**config.mk**
```make
export PLATFORM = sky130hd
export DESIGN_NAME = i2c_address_probe_master_top
export DESIGN_NICKNAME = d
export VERILOG_FILES = /design/src/sv/iapm_pkg.sv /design/src/sv/i2c_address_probe_master_top.sv /design/src/sv/iapm_seq.sv
export SDC_FILE = /design/constraint.sdc
export NUM_CORES = 1
export LEC_CHECK = 0
export BUFFER_PORTS_ARGS = -buffer_cell sky130_fd_sc_hd__buf_2
export CELL_PAD_IN_SITES_DETAIL_PLACEMENT = 0
export CELL_PAD_IN_SITES_GLOBAL_PLACEMENT = 1
export CORE_MARGIN = 4
export CORE_UTILIZATION = 47
export DETAILED_ROUTE_END_ITERATION = 6
export PLACE_DENSITY_LB_ADDON = 0.25
export SKIP_CTS_REPAIR_TIMING = 1
export SLEW_MARGIN = 25
export SYNTH_ARGS = -nofsm -noshare
export SYNTH_HDL_FRONTEND = slang
export SYNTH_SLANG_ARGS = --single-unit
```
**constraint.sdc**
```tcl
create_clock -name clk -period 3.34 [get_ports clk]
set_clock_uncertainty 0.15 [all_clocks]
set_input_delay 0.334 -clock clk [delete_from_list [all_inputs] [get_ports clk]]
set_output_delay 0.334 -clock clk [all_outputs]
set_load 0.005 [all_outputs]
```
**src/sv/iapm_pkg.sv**
```systemverilog
// Shared types and constants for the I2C address probe master.
// No dependencies; used by iapm_seq and i2c_address_probe_master_top.
package iapm_pkg;

    // Input beat: one half-bit tick with line samples and an optional command
    typedef struct packed {
        logic [1:0] command;
        logic [6:0] target_address;
        logic       scl_level;
        logic       sda_level;
    } in_t;

    // Result beat: line drives, status and last outcome
    typedef struct packed {
        logic       scl_pull_low;
        logic       sda_pull_low;
        logic       busy_res;
        logic       done_res;
        logic [1:0] outcome;
    } out_t;

    // Command codes
    localparam logic [1:0] CMD_TICK  = 2'd0;
    localparam logic [1:0] CMD_PROBE = 2'd1;
    localparam logic [1:0] CMD_CLEAR = 2'd2;

    // Outcome codes
    localparam logic [1:0] OUT_ACK   = 2'd0;
    localparam logic [1:0] OUT_NACK  = 2'd1;
    localparam logic [1:0] OUT_BUSY  = 2'd2;
    localparam logic [1:0] OUT_STUCK = 2'd3;

    // Sequencer phases
    localparam logic [4:0] PH_IDLE       = 5'd0;
    localparam logic [4:0] PH_CHECK      = 5'd1;
    localparam logic [4:0] PH_START_HOLD = 5'd2;
    localparam logic [4:0] PH_BIT_LOW    = 5'd3;
    localparam logic [4:0] PH_BIT_WAIT   = 5'd4;
    localparam logic [4:0] PH_BIT_HIGH   = 5'd5;
    localparam logic [4:0] PH_ACK_LOW    = 5'd6;
    localparam logic [4:0] PH_ACK_WAIT   = 5'd7;
    localparam logic [4:0] PH_ACK_HIGH   = 5'd8;
    localparam logic [4:0] PH_STOP_LOW   = 5'd9;
    localparam logic [4:0] PH_STOP_WAIT  = 5'd10;
    localparam logic [4:0] PH_STOP_HIGH  = 5'd11;
    localparam logic [4:0] PH_STOP_END   = 5'd12;
    localparam logic [4:0] PH_CLR_LOW    = 5'd13;
    localparam logic [4:0] PH_CLR_WAIT   = 5'd14;
    localparam logic [4:0] PH_CLR_HIGH   = 5'd15;
    localparam logic [4:0] PH_CSTOP_LOW  = 5'd16;
    localparam logic [4:0] PH_CSTOP_WAIT = 5'd17;
    localparam logic [4:0] PH_CSTOP_HIGH = 5'd18;

    // SCL pulses given by a bus clear
    localparam logic [3:0] CLEAR_PULSES = 4'd9;

    // Clock-stretch budget after reset, in ticks
    localparam logic [15:0] BUDGET_RESET = 16'd64;

endpackage

```
**src/sv/i2c_address_probe_master_top.sv**
```systemverilog
// An accepted input beat goes through the input register, then the step logic into
// the result register. Throughput: one beat per cycle unless the result slot stalls;
// the sequencer step is a single pass.
// Reset (rst_n, async low): sequencer idle, lines released, outcome ack,
// stretch budget 64, both pipeline registers empty.
// Top level of the I2C address probe master; depends on iapm_pkg and iapm_seq.
module i2c_address_probe_master_top (
    input  logic           clk,
    input  logic           rst_n,
    input  logic           in_valid,
    output logic           in_ready,
    input  iapm_pkg::in_t  in_data,
    output logic           out_valid,
    input  logic           out_ready,
    output iapm_pkg::out_t out_data,
    input  logic           cfg_we,
    input  logic [15:0]    cfg_wdata
);

    logic           in_valid_reg;
    iapm_pkg::in_t  in_data_reg;
    logic           out_valid_reg;
    iapm_pkg::out_t out_data_reg;
    logic [15:0]    budget_reg;
    logic           out_free;
    logic           fire;
    iapm_pkg::out_t step_res;

    // Handshake: step fires when the result slot is free
    assign out_free = !out_valid_reg || out_ready;
    assign fire     = in_valid_reg && out_free;
    assign in_ready = !in_valid_reg || fire;

    // Stretch budget register
    always_ff @(posedge clk or negedge rst_n)
    begin
        if (!rst_n)
            budget_reg <= iapm_pkg::BUDGET_RESET;
        else if (cfg_we)
            budget_reg <= cfg_wdata;
    end

    // Input register
    always_ff @(posedge clk or negedge rst_n)
    begin
        if (!rst_n)
            in_valid_reg <= 1'b0;
        else if (in_ready)
            in_valid_reg <= in_valid;
    end

    always_ff @(posedge clk)
    begin
        if (in_valid && in_ready)
            in_data_reg <= in_data;
    end

    iapm_seq u_seq (
        .clk    (clk),
        .rst_n  (rst_n),
        .fire   (fire),
        .beat   (in_data_reg),
        .budget (budget_reg),
        .res    (step_res)
    );

    // Result register
    always_ff @(posedge clk or negedge rst_n)
    begin
        if (!rst_n)
            out_valid_reg <= 1'b0;
        else if (out_free)
            out_valid_reg <= fire;
    end

    always_ff @(posedge clk)
    begin
        if (fire)
            out_data_reg <= step_res;
    end

    assign out_valid = out_valid_reg;
    assign out_data  = out_data_reg;

    // A done beat never shows busy
    a_done_not_busy: assert property (@(posedge clk) disable iff (!rst_n)
        out_valid_reg && out_data_reg.done_res |-> !out_data_reg.busy_res)
        else $error("done and busy together");

    // A stalled result slot blocks the step
    a_stall_blocks: assert property (@(posedge clk) disable iff (!rst_n)
        out_valid_reg && !out_ready |-> !fire)
        else $error("step fired into a full result slot");

    // Each step yields one result beat
    a_fire_result: assert property (@(posedge clk) disable iff (!rst_n)
        fire |=> out_valid_reg)
        else $error("step lost its result");

endmodule

```
**src/sv/iapm_seq.sv**
```systemverilog
// Probe / bus-clear sequencer: state registers plus the one-tick step logic.
// Depends on iapm_pkg.
module iapm_seq (
    input  logic           clk,
    input  logic           rst_n,
    input  logic           fire,
    input  iapm_pkg::in_t  beat,
    input  logic [15:0]    budget,
    output iapm_pkg::out_t res
);

    logic [4:0]  phase_reg, phase_next;
    logic [3:0]  bit_index_reg, bit_index_next;
    logic [7:0]  shift_byte_reg, shift_byte_next;
    logic [15:0] wait_count_reg, wait_count_next;
    logic [3:0]  pulse_count_reg, pulse_count_next;
    logic        scl_drive_reg, scl_drive_next;
    logic        sda_drive_reg, sda_drive_next;
    logic        ack_seen_reg, ack_seen_next;
    logic [1:0]  outcome_reg, outcome_next;

    logic        done;
    logic        timeout;
    logic [3:0]  bit_dec;
    logic [3:0]  pulse_inc;

    assign timeout   = (wait_count_reg >= budget);
    assign bit_dec   = bit_index_reg - 4'd1;
    assign pulse_inc = pulse_count_reg + 4'd1;

    // One step of the sequencer for the current beat
    always_comb
    begin
        phase_next       = phase_reg;
        bit_index_next   = bit_index_reg;
        shift_byte_next  = shift_byte_reg;
        wait_count_next  = wait_count_reg;
        pulse_count_next = pulse_count_reg;
        scl_drive_next   = scl_drive_reg;
        sda_drive_next   = sda_drive_reg;
        ack_seen_next    = ack_seen_reg;
        outcome_next     = outcome_reg;
        done             = 1'b0;

        case (phase_reg)
            iapm_pkg::PH_IDLE:
            begin
                if (beat.command == iapm_pkg::CMD_PROBE)
                begin
                    scl_drive_next  = 1'b0;
                    sda_drive_next  = 1'b0;
                    shift_byte_next = {beat.target_address, 1'b0};
                    phase_next      = iapm_pkg::PH_CHECK;
                end
                else if (beat.command == iapm_pkg::CMD_CLEAR)
                begin
                    sda_drive_next   = 1'b0;
                    scl_drive_next   = 1'b1;
                    pulse_count_next = 4'd0;
                    phase_next       = iapm_pkg::PH_CLR_LOW;
                end
            end
            // Lines released: check for stuck clock or busy bus
            iapm_pkg::PH_CHECK:
            begin
                if (!beat.scl_level)
                begin
                    outcome_next = iapm_pkg::OUT_STUCK;
                    done         = 1'b1;
                end
                else if (!beat.sda_level)
                begin
                    outcome_next = iapm_pkg::OUT_BUSY;
                    done         = 1'b1;
                end
                else
                begin
                    sda_drive_next = 1'b1;
                    phase_next     = iapm_pkg::PH_START_HOLD;
                end
            end
            iapm_pkg::PH_START_HOLD:
            begin
                scl_drive_next = 1'b1;
                bit_index_next = 4'd7;
                sda_drive_next = ~shift_byte_reg[7];
                phase_next     = iapm_pkg::PH_BIT_LOW;
            end
            // Release SCL and arm the stretch counter
            iapm_pkg::PH_BIT_LOW, iapm_pkg::PH_ACK_LOW, iapm_pkg::PH_STOP_LOW,
            iapm_pkg::PH_CLR_LOW, iapm_pkg::PH_CSTOP_LOW:
            begin
                scl_drive_next  = 1'b0;
                wait_count_next = 16'd0;
                phase_next      = phase_reg + 5'd1;
            end
            // Clock-high wait inside the address frame: timeout aborts
            iapm_pkg::PH_BIT_WAIT, iapm_pkg::PH_ACK_WAIT:
            begin
                if (timeout)
                begin
                    scl_drive_next = 1'b0;
                    sda_drive_next = 1'b0;
                    outcome_next   = iapm_pkg::OUT_STUCK;
                    done           = 1'b1;
                end
                else if (beat.scl_level)
                begin
                    if (phase_reg == iapm_pkg::PH_ACK_WAIT)
                        ack_seen_next = ~beat.sda_level;
                    phase_next = phase_reg + 5'd1;
                end
                else
                begin
                    wait_count_next = wait_count_reg + 16'd1;
                end
            end
            iapm_pkg::PH_BIT_HIGH:
            begin
                scl_drive_next = 1'b1;
                if (bit_index_reg == 4'd0)
                begin
                    sda_drive_next = 1'b0;
                    phase_next     = iapm_pkg::PH_ACK_LOW;
                end
                else
                begin
                    bit_index_next = bit_dec;
                    sda_drive_next = ~shift_byte_reg[bit_dec[2:0]];
                    phase_next     = iapm_pkg::PH_BIT_LOW;
                end
            end
            iapm_pkg::PH_ACK_HIGH:
            begin
                scl_drive_next = 1'b1;
                sda_drive_next = 1'b1;
                phase_next     = iapm_pkg::PH_STOP_LOW;
            end
            // STOP and bus-clear waits: timeout counts as SCL high
            iapm_pkg::PH_STOP_WAIT, iapm_pkg::PH_CLR_WAIT, iapm_pkg::PH_CSTOP_WAIT:
            begin
                if (timeout || beat.scl_level)
                    phase_next = phase_reg + 5'd1;
                else
                    wait_count_next = wait_count_reg + 16'd1;
            end
            iapm_pkg::PH_STOP_HIGH:
            begin
                sda_drive_next = 1'b0;
                phase_next     = iapm_pkg::PH_STOP_END;
            end
            iapm_pkg::PH_STOP_END:
            begin
                outcome_next = ack_seen_reg ? iapm_pkg::OUT_ACK : iapm_pkg::OUT_NACK;
                done         = 1'b1;
            end
            iapm_pkg::PH_CLR_HIGH:
            begin
                pulse_count_next = pulse_inc;
                scl_drive_next   = 1'b1;
                if (pulse_inc < iapm_pkg::CLEAR_PULSES)
                begin
                    phase_next = iapm_pkg::PH_CLR_LOW;
                end
                else
                begin
                    sda_drive_next = 1'b1;
                    phase_next     = iapm_pkg::PH_CSTOP_LOW;
                end
            end
            iapm_pkg::PH_CSTOP_HIGH:
            begin
                sda_drive_next = 1'b0;
                done           = 1'b1;
            end
            default:
            begin
                phase_next = iapm_pkg::PH_IDLE;
            end
        endcase

        if (done)
            phase_next = iapm_pkg::PH_IDLE;
    end

    // Result of this step
    assign res.scl_pull_low = scl_drive_next;
    assign res.sda_pull_low = sda_drive_next;
    assign res.busy_res     = (phase_next != iapm_pkg::PH_IDLE);
    assign res.done_res     = done;
    assign res.outcome      = outcome_next;

    // State registers advance once per accepted beat
    always_ff @(posedge clk or negedge rst_n)
    begin
        if (!rst_n)
        begin
            phase_reg       <= iapm_pkg::PH_IDLE;
            bit_index_reg   <= 4'd0;
            shift_byte_reg  <= 8'd0;
            wait_count_reg  <= 16'd0;
            pulse_count_reg <= 4'd0;
            scl_drive_reg   <= 1'b0;
            sda_drive_reg   <= 1'b0;
            ack_seen_reg    <= 1'b0;
            outcome_reg     <= iapm_pkg::OUT_ACK;
        end
        else if (fire)
        begin
            phase_reg       <= phase_next;
            bit_index_reg   <= bit_index_next;
            shift_byte_reg  <= shift_byte_next;
            wait_count_reg  <= wait_count_next;
            pulse_count_reg <= pulse_count_next;
            scl_drive_reg   <= scl_drive_next;
            sda_drive_reg   <= sda_drive_next;
            ack_seen_reg    <= ack_seen_next;
            outcome_reg     <= outcome_next;
        end
    end

    // A finished sequence returns to idle
    a_done_idle: assert property (@(posedge clk) disable iff (!rst_n)
        fire && res.done_res |=> phase_reg == iapm_pkg::PH_IDLE)
        else $error("phase not idle after done");

    // Phase moves only on an accepted beat
    a_phase_hold: assert property (@(posedge clk) disable iff (!rst_n)
        !fire |=> $stable(phase_reg))
        else $error("phase changed without a beat");

    // Clock low at the line check reports stuck
    a_check_stuck: assert property (@(posedge clk) disable iff (!rst_n)
        fire && phase_reg == iapm_pkg::PH_CHECK && !beat.scl_level
        |-> res.done_res && res.outcome == iapm_pkg::OUT_STUCK)
        else $error("stuck clock not reported");

endmodule
```
; After elaboration in Yosys (flattened, before gate mapping)
; Cells that the tools add are included.
[totals]
ff_bits = 76
rom_bits = 0
input_bits = 32
elab_cells = 125
ramBits = 0
latchBits = 0
n_memories = 0
[classes]
n_reduce_logical = 24
addsub = 4
div = 0
n_bitwise = 4
n_mux = 43
n_lt_le_gt_ge = 3
mul = 0
n_shift = 0
n_eq_ne = 26
[ops]
columns = operator, n
row1 = $pmux 5 s11, 1
row2 = $mux 16, 3
row3 = $pmux 16 s3, 1
row4 = $mux 5, 9
row5 = $eq 5x4->1 const B, 8
row6 = $eq 5x3->1 const B, 4
row7 = $add 16x1->16 const B, 1
row8 = $ge 16x16->1, 1
row9 = $pmux 4 s2, 2
row10 = $eq 5x5->1 const B, 3
row11 = $mux 1, 15
row12 = $mux 4, 3
row13 = $eq 5x2->1 const B, 2
row14 = $ne 2x2->1 const B, 5
row15 = $reduce_and 5->1, 2
row16 = $pmux 1 s8, 1
row17 = $mux 2, 3
row18 = $pmux 2 s3, 1
row19 = $reduce_and 3->1, 2
row20 = $reduce_or 2->1, 3
row21 = $add 5x1->5 const B, 1
row22 = $eq 5x1->1 const B, 1
row23 = $logic_not 5->1, 1
row24 = $reduce_bool 5->1, 1
row25 = 22 further kinds, 30

; Longest topological paths before layout
; Gate-level depths: netlist of the first run.
[logic_depth]
word_depth = 6
depth_mapped = 12
mapped_depth_nobuf = 10

; Hierarchy
; Synthesis of the first run repeated with hierarchy kept, for this count alone.
[unflattened]
cells_unflattened = 434
area_unflattened_um2 = 4441.8
[by_module_without_submodules]
columns = mod, cells_each, area_each_um2, n_inst
row1 = iapm_seq, 375, 3191.8, 1
row2 = i2c_address_probe_master_top, 59, 1249.9, 1

; Least setup slack after synthesis of the first run
; Ideal clock, no wire load.
[synth_timing]
path_kind = register to register
start = register budget_reg[6]
end = register u_seq.wait_count_reg[10]
stages_incl_launch_ff = 10
synth_period_minus_slack_ns = 2.831
required_time_ns = 3.112
slack_ns = 0.509
arrival_time_ns = 2.603
n_path_buf = 0
cell_sequence = dfstp_2 > inv_1 > ha_1 > a21o_1 > a21o_1 > a22o_1 > o31a_4 > nand2b_4 > or4_1 > a21oi_1
[synth_via]
elab_chain_len = 4
elab_cells_between_ends = 5
cone_classes = order compare (1) / eq/ne (2) / reduce/logical (2)
[synth_rtl]
columns = element, line
row1 = start: declaration, i2c_address_probe_master_top.sv:24  ; logic [15:0] budget_reg;
row2 = start signal: assignment, i2c_address_probe_master_top.sv:38  ; budget_reg <= iapm_pkg::BUDGET_RESET;
row3 = start signal: assignment, i2c_address_probe_master_top.sv:40  ; budget_reg <= cfg_wdata;
row4 = $ge 16x16->1 (*), iapm_seq.sv:27  ; assign timeout = (wait_count_reg >= budget);
row5 = $logic_or 1x1->1, iapm_seq.sv:142  ; if (timeout || beat.scl_level)
row6 = $ne 2x2->1 (no line), --
row7 = $reduce_and 5->1 (no line) (*), --
row8 = end signal: assignment, iapm_seq.sv:213  ; wait_count_reg <= wait_count_next;
row9 = end: declaration, iapm_seq.sv:15  ; logic [15:0] wait_count_reg, wait_count_next;
; Mark *: on every way between the ends. The rest lies on a longest branch, timed or not.
; A chain may end at the register's enable or synchronous reset.

==> flow_summary.json, run 1 <==
{
  "status": "finished, final reports clean",
  "drtIter0Drc": 259,
  "finalSetupViolations": 0,
  "clockBufferDepth": 2,
  "die_w_um": 105,
  "finalCritPeriodShare_pct": 92.3,
  "start_util_pct": 48.1,
  "htree_levels": 3,
  "cp.depth": 9,
  "die_y_um": 105,
  "switching_share_pct": 35.9,
  "drtAntennaViolNets": 0,
  "power_frac_clock_pct": 21.9,
  "slowest_delay_ns": 0.59,
  "die-area_um2": 11000,
  "worstSetupPathType": "reg -> reg",
  "worst_pin_slew_ns": 0.656,
  "required_ns": 3.39,
  "power_switching_mw": 1.15,
  "rows": 35,
  "synth_cell_types": 71,
  "yosys-top-cells-count": "58 x dfrtp_1, 56 x nand2_1, 36 x inv_1",
  "ys_top_cells_by_area": "dfrtp_1 33%, edfxtp_1 12%, ha_1 6.8%",
  "grt_pass1_wl_um": 17400,
  "areaGrowthSynthToFinish_pct": 14.9,
  "pwr_density_cell_nw_per_um2": 631,
  "worstHoldPathType": "in -> reg",
  "syn_nets": 516,
  "power.share.combinational_pct": 37.1,
  "clock_latency_ns": 0.35,
  "finalNetCount": 573,
  "grt_pass1_vias": 3545,
  "min_path_cells": 1,
  "pwr-share-seq_pct": 40.9,
  "grt_overflow_total": 0,
  "busiest_layer": "met2",
  "antenna_found_initial": 0,
  "synth_edf_count": 17,
  "critPathMaxFanout": 6,
  "end_kind": "flop",
  "via_per_inst": 5.84,
  "root_buffer": "clkbuf_8",
  "use_met2_pct": 29.7,
  "cp-start-kind": "flop",
  "ys.flop_type": "dfrtp_1",
  "slowest_stage": "a2111oi_0",
  "synth_top_cell_by_area": "dfrtp_1",
  "use_met1_pct": 27.7,
  "pin_count": 40,
  "hold_viol_final": 0,
  "finalSetupTns_ns": 0,
  "path_clk_slew_ns": 0.08,
  "numCtsBuffers": 9,
  "vias": 3694,
  "yosysWarnings": 0,
  "dpl_cell_area_um2": 4820,
  "place_congestion": 0.926,
  "critical_path.most_common_cell": "a21o_1",
  "grt_usage_pct": 19.5,
  "io_buffers": 39,
  "syn_area_um2": 4420,
  "min_period_ns": 3.08,
  "max_cap_viol_count": 0,
  "cp_cell_sequence": "inv_1 -> ha_1 -> a21o_1 -> a21o_1 -> a22oi_1 -> nand2_1 -> a2111oi_0 -> nor4_1 -> a31oi_1",
  "syn_area_per_cell_um2": 9.61,
  "final-max-slew-violation-count": 0,
  "yosysTopAreaCellShare_pct": 32.8,
  "drt-pass1-iter-count": 6,
  "intPower_mw": 2.05,
  "synth_sequential_area_ratio_pct": 45.0,
  "dpl.hpwl_um": 7730,
  "fmax_ghz": 0.324,
  "fin_area_um2": 5080,
  "wl_per_cell_um": 16.5,
  "post-synth-top-count-cell": "dfrtp_1",
  "num_antenna_cells": 0,
  "routed_wl_um": 10400,
  "grt_max_degree": 49,
  "synthCells": 460,
  "cts_sinks": 76,
  "leakagePower_nw": 2.26,
  "path_buf_inv": 1,
  "max-slew-margin-rel_pct": 56.3,
  "r2r_cells": 9,
  "drc": 0,
  "rsz0062_at_grt": "false",
  "core_um2": 9200,
  "use_met3_pct": 3.71,
  "synth-seq-cells": 76,
  "synth-async-reset-ratio_pct": 77.6,
  "arrival_ns": 3.13,
  "vdd_ir_drop_max_mv": 0.351,
  "final_layout_size_suffix_gt1_share_pct": 18.4,
  "cts_tree": "yes",
  "cp_top_family": "compound AO/OA/AOI/OAI gates"
}
-- worst paths after layout --
path	end	slack [ns]	start
setup / recovery	out_data[3]$_DFFE_PP_	0.26	budget_reg[6]$_DFFE_PN1P_
hold reg to reg	u_seq.shift_byte_reg[2]$_DFFE_PN0P_	0.33	in_data_reg[3]$_DFFE_PP_
max in group asynchronous	u_seq.shift_byte_reg[6]$_DFFE_PN0P_	2.06	rst_n
min in group asynchronous	budget_reg[4]$_DFFE_PN0P_	0.39	rst_n
setup reg to reg	out_data[3]$_DFFE_PP_	0.26	budget_reg[6]$_DFFE_PN1P_
hold / removal	in_data_reg[10]$_DFFE_PP_	0.01	in_data[10]
-- routing by layer --
layer | vias up | wire length, um
met3 | 14 | 482
met2 | 100 | 4760
met1 | 1782 | 5000
li1 | 1798 | -
met5 | - | 0
met4 | 0 | 193
-- layout make-up --
| class | instances | area, um^2 |
|---|---|---|
| Fill cell | 830 | 4120 |
| Clock inverter | 5 | 51.3 |
| Tap cell | 111 | 139 |
| Inverter | 36 | 135 |
| Clock buffer | 11 | 141 |
| Sequential cell | 76 | 1990 |
| Multi-Input combinational cell | 331 | 2230 |
| Timing Repair Buffer | 63 | 395 |
-- power by group through the flow --
stage,sequential (mW),combinational (mW),clock (mW)
global placement,1.32,1.17,0
detailed placement,1.33,1.17,0
global route,1.34,1.34,0.772
CTS,1.31,1.18,0.727
floorplan,1.26,0.864,0
finish,1.31,1.19,0.703
-- cells in the final DEF, fill, tap and decap left out, drive strengths merged, types with 3 or more instances in the layout --
cell	count
a211oi	8
a21oi	14
a221o	4
a22oi	3
a31oi	7
and2	3
and3	5
buf	56
clkbuf	11
clkinv	3
dfrtp	58
dlygate4sd3	7
edfxtp	17
ha	24
inv	37
mux2	11
mux2i	7
nand2	56
nand2b	9
nand3	15
nand4	4
nor2	31
nor2b	5
nor3	14
nor4	4
nor4b	3
o211ai	6
o21ai	31
o22ai	7
o31ai	4
or2	3
or3	3
or4	3
xnor2	6
-- worst register-to-register path, delay by kind of cell (launching register included) --
kind,cells,cell delay [ns]
simple gates,2,0.39
buf+inv,1,0.04
flops,1,0.52
fa+ha+maj,1,0.30
compound gates,5,1.54
-- cells by family (layout without fill, tap and decap cells) --
logic type / after synthesis / after routing / synth area share (%)
AOI/OAI and AO/OA: 109 / 109 / 16.9
xor gates and xnor gates: 8 / 8 / 1.58
adders and majority gates: 25 / 25 / 7.02
buffers and inverters: 53 / 115 / 4.64
DFF: 76 / 76 / 45.0
muxes: 19 / 19 / 4.90
and+or+nand+nor: 170 / 170 / 19.9
-- metrics by stage --
step	instances	power (mW)	setup WS [ns]	utilization [%]	hold WS [ns]
2_1_floorplan	460	2.13	0.509	-	-0.112
3_3_place_gp	610	2.49	0.233	52.3	0.311
3_5_place_dp	610	2.50	0.240	52.4	0.261
4_1_cts	626	3.22	0.218	54.5	-0.120
5_1_grt	633	3.45	0.00415	55.2	0.000919
6_report	633	3.21	0.256	55.2	0.0140
No activity file was read; power rests on OpenSTA's default activity.
==> run 2: changes to the inputs <==
--- a/config.mk
+++ b/config.mk
@@ -6,12 +6,14 @@
 export NUM_CORES = 1
 export LEC_CHECK = 0
 export BUFFER_PORTS_ARGS = -buffer_cell sky130_fd_sc_hd__buf_2
+export CAP_MARGIN = 20
 export CELL_PAD_IN_SITES_DETAIL_PLACEMENT = 0
 export CELL_PAD_IN_SITES_GLOBAL_PLACEMENT = 1
 export CORE_MARGIN = 4
 export CORE_UTILIZATION = 47
 export DETAILED_ROUTE_END_ITERATION = 6
 export PLACE_DENSITY_LB_ADDON = 0.25
+export REMOVE_ABC_BUFFERS = 1
 export SKIP_CTS_REPAIR_TIMING = 1
 export SLEW_MARGIN = 25
 export SYNTH_ARGS = -nofsm -noshare
==> run 2 against run 1 <==
The run now ends with negative hold slack left; fmax down 2.1%; non-clock buffer count grew 4; register-to-register slack got worse by 0.07 ns; sequential share of layout area fell by 0.61 points; sequential power about the same; cell area increased by 1.6%; power up 4.7%; first-iteration DRC count is 2.7% lower; critical path type unchanged.
==> flow_summary.json, run 2 (synthesis results as in run 1) <==
{
  "layout.cells.most_common_list": "58 x dfrtp_1, 56 x nand2_1, 39 x buf_2",
  "use_met2_pct": 30.4,
  "place_congestion": 0.922,
  "worstHoldPathType": "in -> async",
  "use_met3_pct": 3.95,
  "drtIter0Drc": 252,
  "dpl_cell_area_um2": 4810,
  "worstSetupPathType": "reg -> reg",
  "finalNetCount": 577,
  "final-max-slew-violation-count": 0,
  "min_period_ns": 3.15,
  "finalCritPeriodShare_pct": 94.3,
  "rows": 35,
  "antenna_found_initial": 0,
  "htree_levels": 3,
  "grt_pass1_vias": 3564,
  "cp.depth": 9,
  "via_per_inst": 5.78,
  "leakagePower_nw": 2.29,
  "drc": 0,
  "wl_per_cell_um": 16.7,
  "slowest_stage": "a2111oi_1",
  "violations": "negative hold slack",
  "critical_path.most_common_cell": "a21o_1",
  "cp_cell_sequence": "inv_1 -> ha_1 -> a21o_1 -> a21o_1 -> a22oi_1 -> nand2_1 -> a2111oi_1 -> nor4_1 -> a31oi_1",
  "die_w_um": 105,
  "cts_tree": "yes",
  "required_ns": 3.39,
  "clockBufferDepth": 2,
  "grt_usage_pct": 19.8,
  "path_clk_slew_ns": 0.09,
  "max-slew-margin-rel_pct": 48.2,
  "fillCellCount": 845,
  "r2r_end": "out_data[3]$_DFFE_PP_",
  "crit_path_end": "out_data[3]$_DFFE_PP_",
  "worst_pin_slew_ns": 0.777,
  "dpl.hpwl_um": 7610,
  "fin_area_um2": 5160,
  "use_met1_pct": 28.0,
  "end_kind": "flop",
  "drt-pass1-iter-count": 5,
  "fmax_ghz": 0.317,
  "cp_top_family": "compound AO/OA/AOI/OAI gates",
  "die_y_um": 105,
  "grt_overflow_total": 0,
  "finalSetupViolations": 0,
  "hold_viol_final": 24,
  "path_buf_inv": 1,
  "final_common_cell": "dfrtp_1",
  "vias": 3679,
  "status": "finished with violations",
  "routed_wl_um": 10600,
  "ff2ff_setup_slack_ns": 0.19,
  "drtAntennaViolNets": 0,
  "numCtsBuffers": 9,
  "core_um2": 9200,
  "final_layout_size_suffix_gt1_share_pct": 18.6,
  "grt_pass1_wl_um": 17800,
  "root_buffer": "clkbuf_8",
  "r2r_cells": 9,
  "pwr_density_cell_nw_per_um2": 650,
  "clock_latency_ns": 0.36,
  "die-area_um2": 11000,
  "busiest_layer": "met2",
  "cts_sinks": 76,
  "critPathMaxFanout": 6,
  "cp-start-kind": "flop",
  "regToRegStartpoint": "budget_reg[6]$_DFFE_PN1P_",
  "finish.utilization_pct": 56.1,
  "start_util_pct": 48.1,
  "num_antenna_cells": 0,
  "areaGrowthSynthToFinish_pct": 16.7,
  "pin_count": 40,
  "max_cap_viol_count": 0,
  "arrival_ns": 3.20,
  "power_mw": 3.36,
  "startpoint": "budget_reg[6]$_DFFE_PN1P_",
  "io_buffers": 39,
  "grt_max_degree": 60,
  "slowest_delay_ns": 0.61,
  "holdWs_ns": -0.0224,
  "vdd_ir_drop_max_mv": 0.322
}
==> run 2: area by class of cell <==
type                       instances  area, um^2  share of cell area, %
sequential                        76        1990                   38.5
multi-input combinational        331        2240                   43.3
clock inverter                     7         105                   2.04
inverter                          36         135                   2.62
timing repair buffer              67         433                   8.39
clock buffer                       9         124                   2.40
tap                              111         139                   2.69
==> run 2: worst reg2reg max path: cells and delay by family (launching register included) <==
| family | cells | cell delay [ns] |
|---|---|---|
| buf+inv | 1 | 0.05 |
| compound gates | 5 | 1.57 |
| simple gates | 2 | 0.41 |
| flops | 1 | 0.52 |
| fa+ha+maj | 1 | 0.30 |
==> run 2: stage by stage <==
step	worst slack (ns)	hold slack [ns]	std cells	setup TNS, ns
after floorplan	0.497	-0.112	443	0
after global placement	0.296	0.311	610	0
after detailed placement	0.239	0.316	610	0
after CTS	0.153	-0.0202	626	0
after global routing	-0.00158	0.0220	637	-0.00158
final	0.190	-0.0224	637	0
==> run 2: routing by layer <==
metal | vias up | share of wire (%)
met5 | - | 0
met4 | 0 | 1.8
met3 | 18 | 6.0
met2 | 146 | 46
met1 | 1703 | 47
li1 | 1812 | -
==> run 2: worst min-delay path by stage <==
stage,cells past startpoint,endpoint,startpoint
floorplan,0,budget_reg[0]$_DFFE_PN0P_,rst_n
global placement,1,u_seq.shift_byte_reg[4]$_DFFE_PN0P_,in_data_reg[5]$_DFFE_PP_
detailed placement,1,u_seq.shift_byte_reg[2]$_DFFE_PN0P_,in_data_reg[3]$_DFFE_PP_
CTS,1,in_data_reg[5]$_DFFE_PP_,in_data[5]
global route,3,budget_reg[4]$_DFFE_PN0P_,cfg_wdata[4]
finish,2,budget_reg[12]$_DFFE_PN0P_,rst_n
==> run 2: power breakdown <==
group	switching (mW)	internal [mW]
sequential	0.147	1.15
clock	0.396	0.433
combinational	0.669	0.560
total	1.21	2.14
==> run 3: changes to the inputs <==
--- a/config.mk
+++ b/config.mk
@@ -9,7 +9,7 @@
 export CAP_MARGIN = 20
 export CELL_PAD_IN_SITES_DETAIL_PLACEMENT = 0
 export CELL_PAD_IN_SITES_GLOBAL_PLACEMENT = 1
-export CORE_MARGIN = 4
+export CORE_MARGIN = 3
 export CORE_UTILIZATION = 47
 export DETAILED_ROUTE_END_ITERATION = 6
 export PLACE_DENSITY_LB_ADDON = 0.25
==> run 3 against run 2 <==
The run now ends clean; flip-flop and latch count unchanged; non-clock buffer count up 2; core utilization is 1.5 points higher; fmax grew 3.5%; die area decreased by 3.8%; critical path depth is the same; power shrank 2.9%; global-route usage is 1.6 points higher; critical path type unchanged; hold slack gained 0.036 ns; setup slack improved by 0.11 ns; highest routed layer unchanged; cell area decreased by 0.22%; largest power group unchanged.
==> flow_summary.json, run 3 (synthesis results as in run 1) <==
{
  "required_ns": 3.48,
  "drt-pass1-iter-count": 5,
  "fmax_ghz": 0.329,
  "grt_max_degree": 40,
  "worstHoldPathType": "in -> reg",
  "max_cap_viol_count": 0,
  "hold_viol_final": 0,
  "path_clk_slew_ns": 0.09,
  "wl_per_cell_um": 16.8,
  "worstSetupPathType": "reg -> reg",
  "place_congestion": 0.929,
  "min_path_cells": 3,
  "end_kind": "flop",
  "rows": 34,
  "areaGrowthSynthToFinish_pct": 16.4,
  "pin_count": 40,
  "die_w_um": 103,
  "clock_latency_ns": 0.37,
  "start_util_pct": 49.5,
  "final_common_cell": "dfrtp_1",
  "cts_tree": "yes",
  "max-slew-margin-rel_pct": 62.3,
  "worstHoldStart": "cfg_wdata[11]",
  "root_buffer": "clkbuf_8",
  "regToRegStartpoint": "budget_reg[6]$_DFFE_PN1P_",
  "routed_wl_um": 10700,
  "grt_overflow_total": 0,
  "worst_pin_slew_ns": 0.561,
  "numCtsBuffers": 9,
  "arrival_ns": 3.18,
  "fillCellCount": 806,
  "r2r_cells": 9,
  "drc": 0,
  "rsz0062_at_grt": "false",
  "drtIter0Drc": 321,
  "finalSetupViolations": 0,
  "status": "finished, final reports clean",
  "pwr_density_cell_nw_per_um2": 633,
  "grt_pass1_wl_um": 17700,
  "leakagePower_nw": 2.28,
  "hold_end": "budget_reg[11]$_DFFE_PN0P_",
  "die_y_um": 103,
  "finalSetupTns_ns": 0,
  "cp-start-kind": "flop",
  "dp_cells": 608,
  "ff2ff_setup_slack_ns": 0.30,
  "drtAntennaViolNets": 0,
  "via_per_inst": 5.72,
  "finalCritPeriodShare_pct": 91.1,
  "die-area_um2": 10600,
  "grt_pass1_vias": 3603,
  "dpl.hpwl_um": 7720,
  "critPathMaxFanout": 6,
  "r2r_end": "u_seq.phase_reg[4]$_DFFE_PN0P_",
  "io_buffers": 39,
  "setup_slack_ns": 0.297,
  "min_period_ns": 3.04,
  "antenna_found_initial": 0,
  "grt_usage_pct": 21.4,
  "final-max-slew-violation-count": 0,
  "cts_sinks": 76,
  "htree_levels": 3,
  "layout.cells.most_common_list": "58 x dfrtp_1, 56 x nand2_1, 39 x buf_2",
  "num_antenna_cells": 0,
  "vdd_ir_drop_max_mv": 0.331,
  "vias": 3637,
  "finalNonFillerCells": 636,
  "pre_cts_ws_ns": 0.258,
  "clockBufferDepth": 2,
  "finalNetCount": 579,
  "final_layout_size_suffix_gt1_share_pct": 18.8,
  "core_um2": 8930
}
run 3: cell count changes in the layout (fill, tap and decap cells not counted), sizes merged:
cell         previous run  this run
clkinv                  1         3
inv                    39        37
buf                    56        57
bufinv                  2         1
clkinvlp                1         2
dlygate4sd3            11        12
run 3: worst max-delay path, cell delays in order, from the launching register on:
cell     delay (ns)
dfstp_2        0.52
inv_1          0.05
ha_1           0.31
a21o_1         0.18
a21o_1         0.20
a22oi_1        0.36
nand2_1        0.26
a221o_1        0.45
or2_2          0.34
o22ai_1        0.15
run 3: layout make-up:
| type | instances | area, um^2 | share of cell area, % |
|---|---|---|---|
| Inverter | 36 | 135 | 2.62 |
| Tap cell | 108 | 135 | 2.62 |
| Multi-Input combinational cell | 331 | 2240 | 43.5 |
| Timing Repair Buffer | 69 | 450 | 8.75 |
| Clock buffer | 9 | 124 | 2.41 |
| Sequential cell | 76 | 1990 | 38.6 |
| Clock inverter | 7 | 75.1 | 1.46 |
run 3: power by group:
group | total [mW] | switching (mW) | internal [mW]
clock network | 0.724 | 0.377 | 0.348
logic | 1.24 | 0.681 | 0.554
registers | 1.30 | 0.146 | 1.15
total | 3.26 | 1.20 | 2.05
run 3: metrics by stage:
stage	power (mW)	hold slack (ns)	cell area (um^2)	utilization [%]
finish	3.26	0.0140	5150	57.6
detailed placement	2.51	0.168	4820	53.9
CTS	3.24	-0.224	5020	56.1
floorplan	2.10	-0.112	4350	-
global placement	2.51	0.161	4820	53.9
global route	3.48	0.0195	5150	57.6
run 3: layer usage:
layer	up-vias	GRT usage, %	routed length [um]
met1	1703	31.9	5130
met2	110	30.5	4740
met4	0	8.17	193
met3	21	4.13	603
li1	1803	-	-
met5	-	0	0
run 3: worst max path at each step:
stage | start | end | depth (start not counted)
4_1_cts | budget_reg[6]$_DFFE_PN1P_ | out_data[3]$_DFFE_PP_ | 9
3_3_place_gp | budget_reg[6]$_DFFE_PN1P_ | out_data[3]$_DFFE_PP_ | 9
5_1_grt | budget_reg[6]$_DFFE_PN1P_ | u_seq.phase_reg[4]$_DFFE_PN0P_ | 9
6_report | budget_reg[6]$_DFFE_PN1P_ | u_seq.phase_reg[4]$_DFFE_PN0P_ | 9
3_5_place_dp | budget_reg[6]$_DFFE_PN1P_ | out_data[3]$_DFFE_PP_ | 9
2_1_floorplan | budget_reg[6]$_DFFE_PN1P_ | u_seq.wait_count_reg[10]$_DFFE_PN0P_ | 9
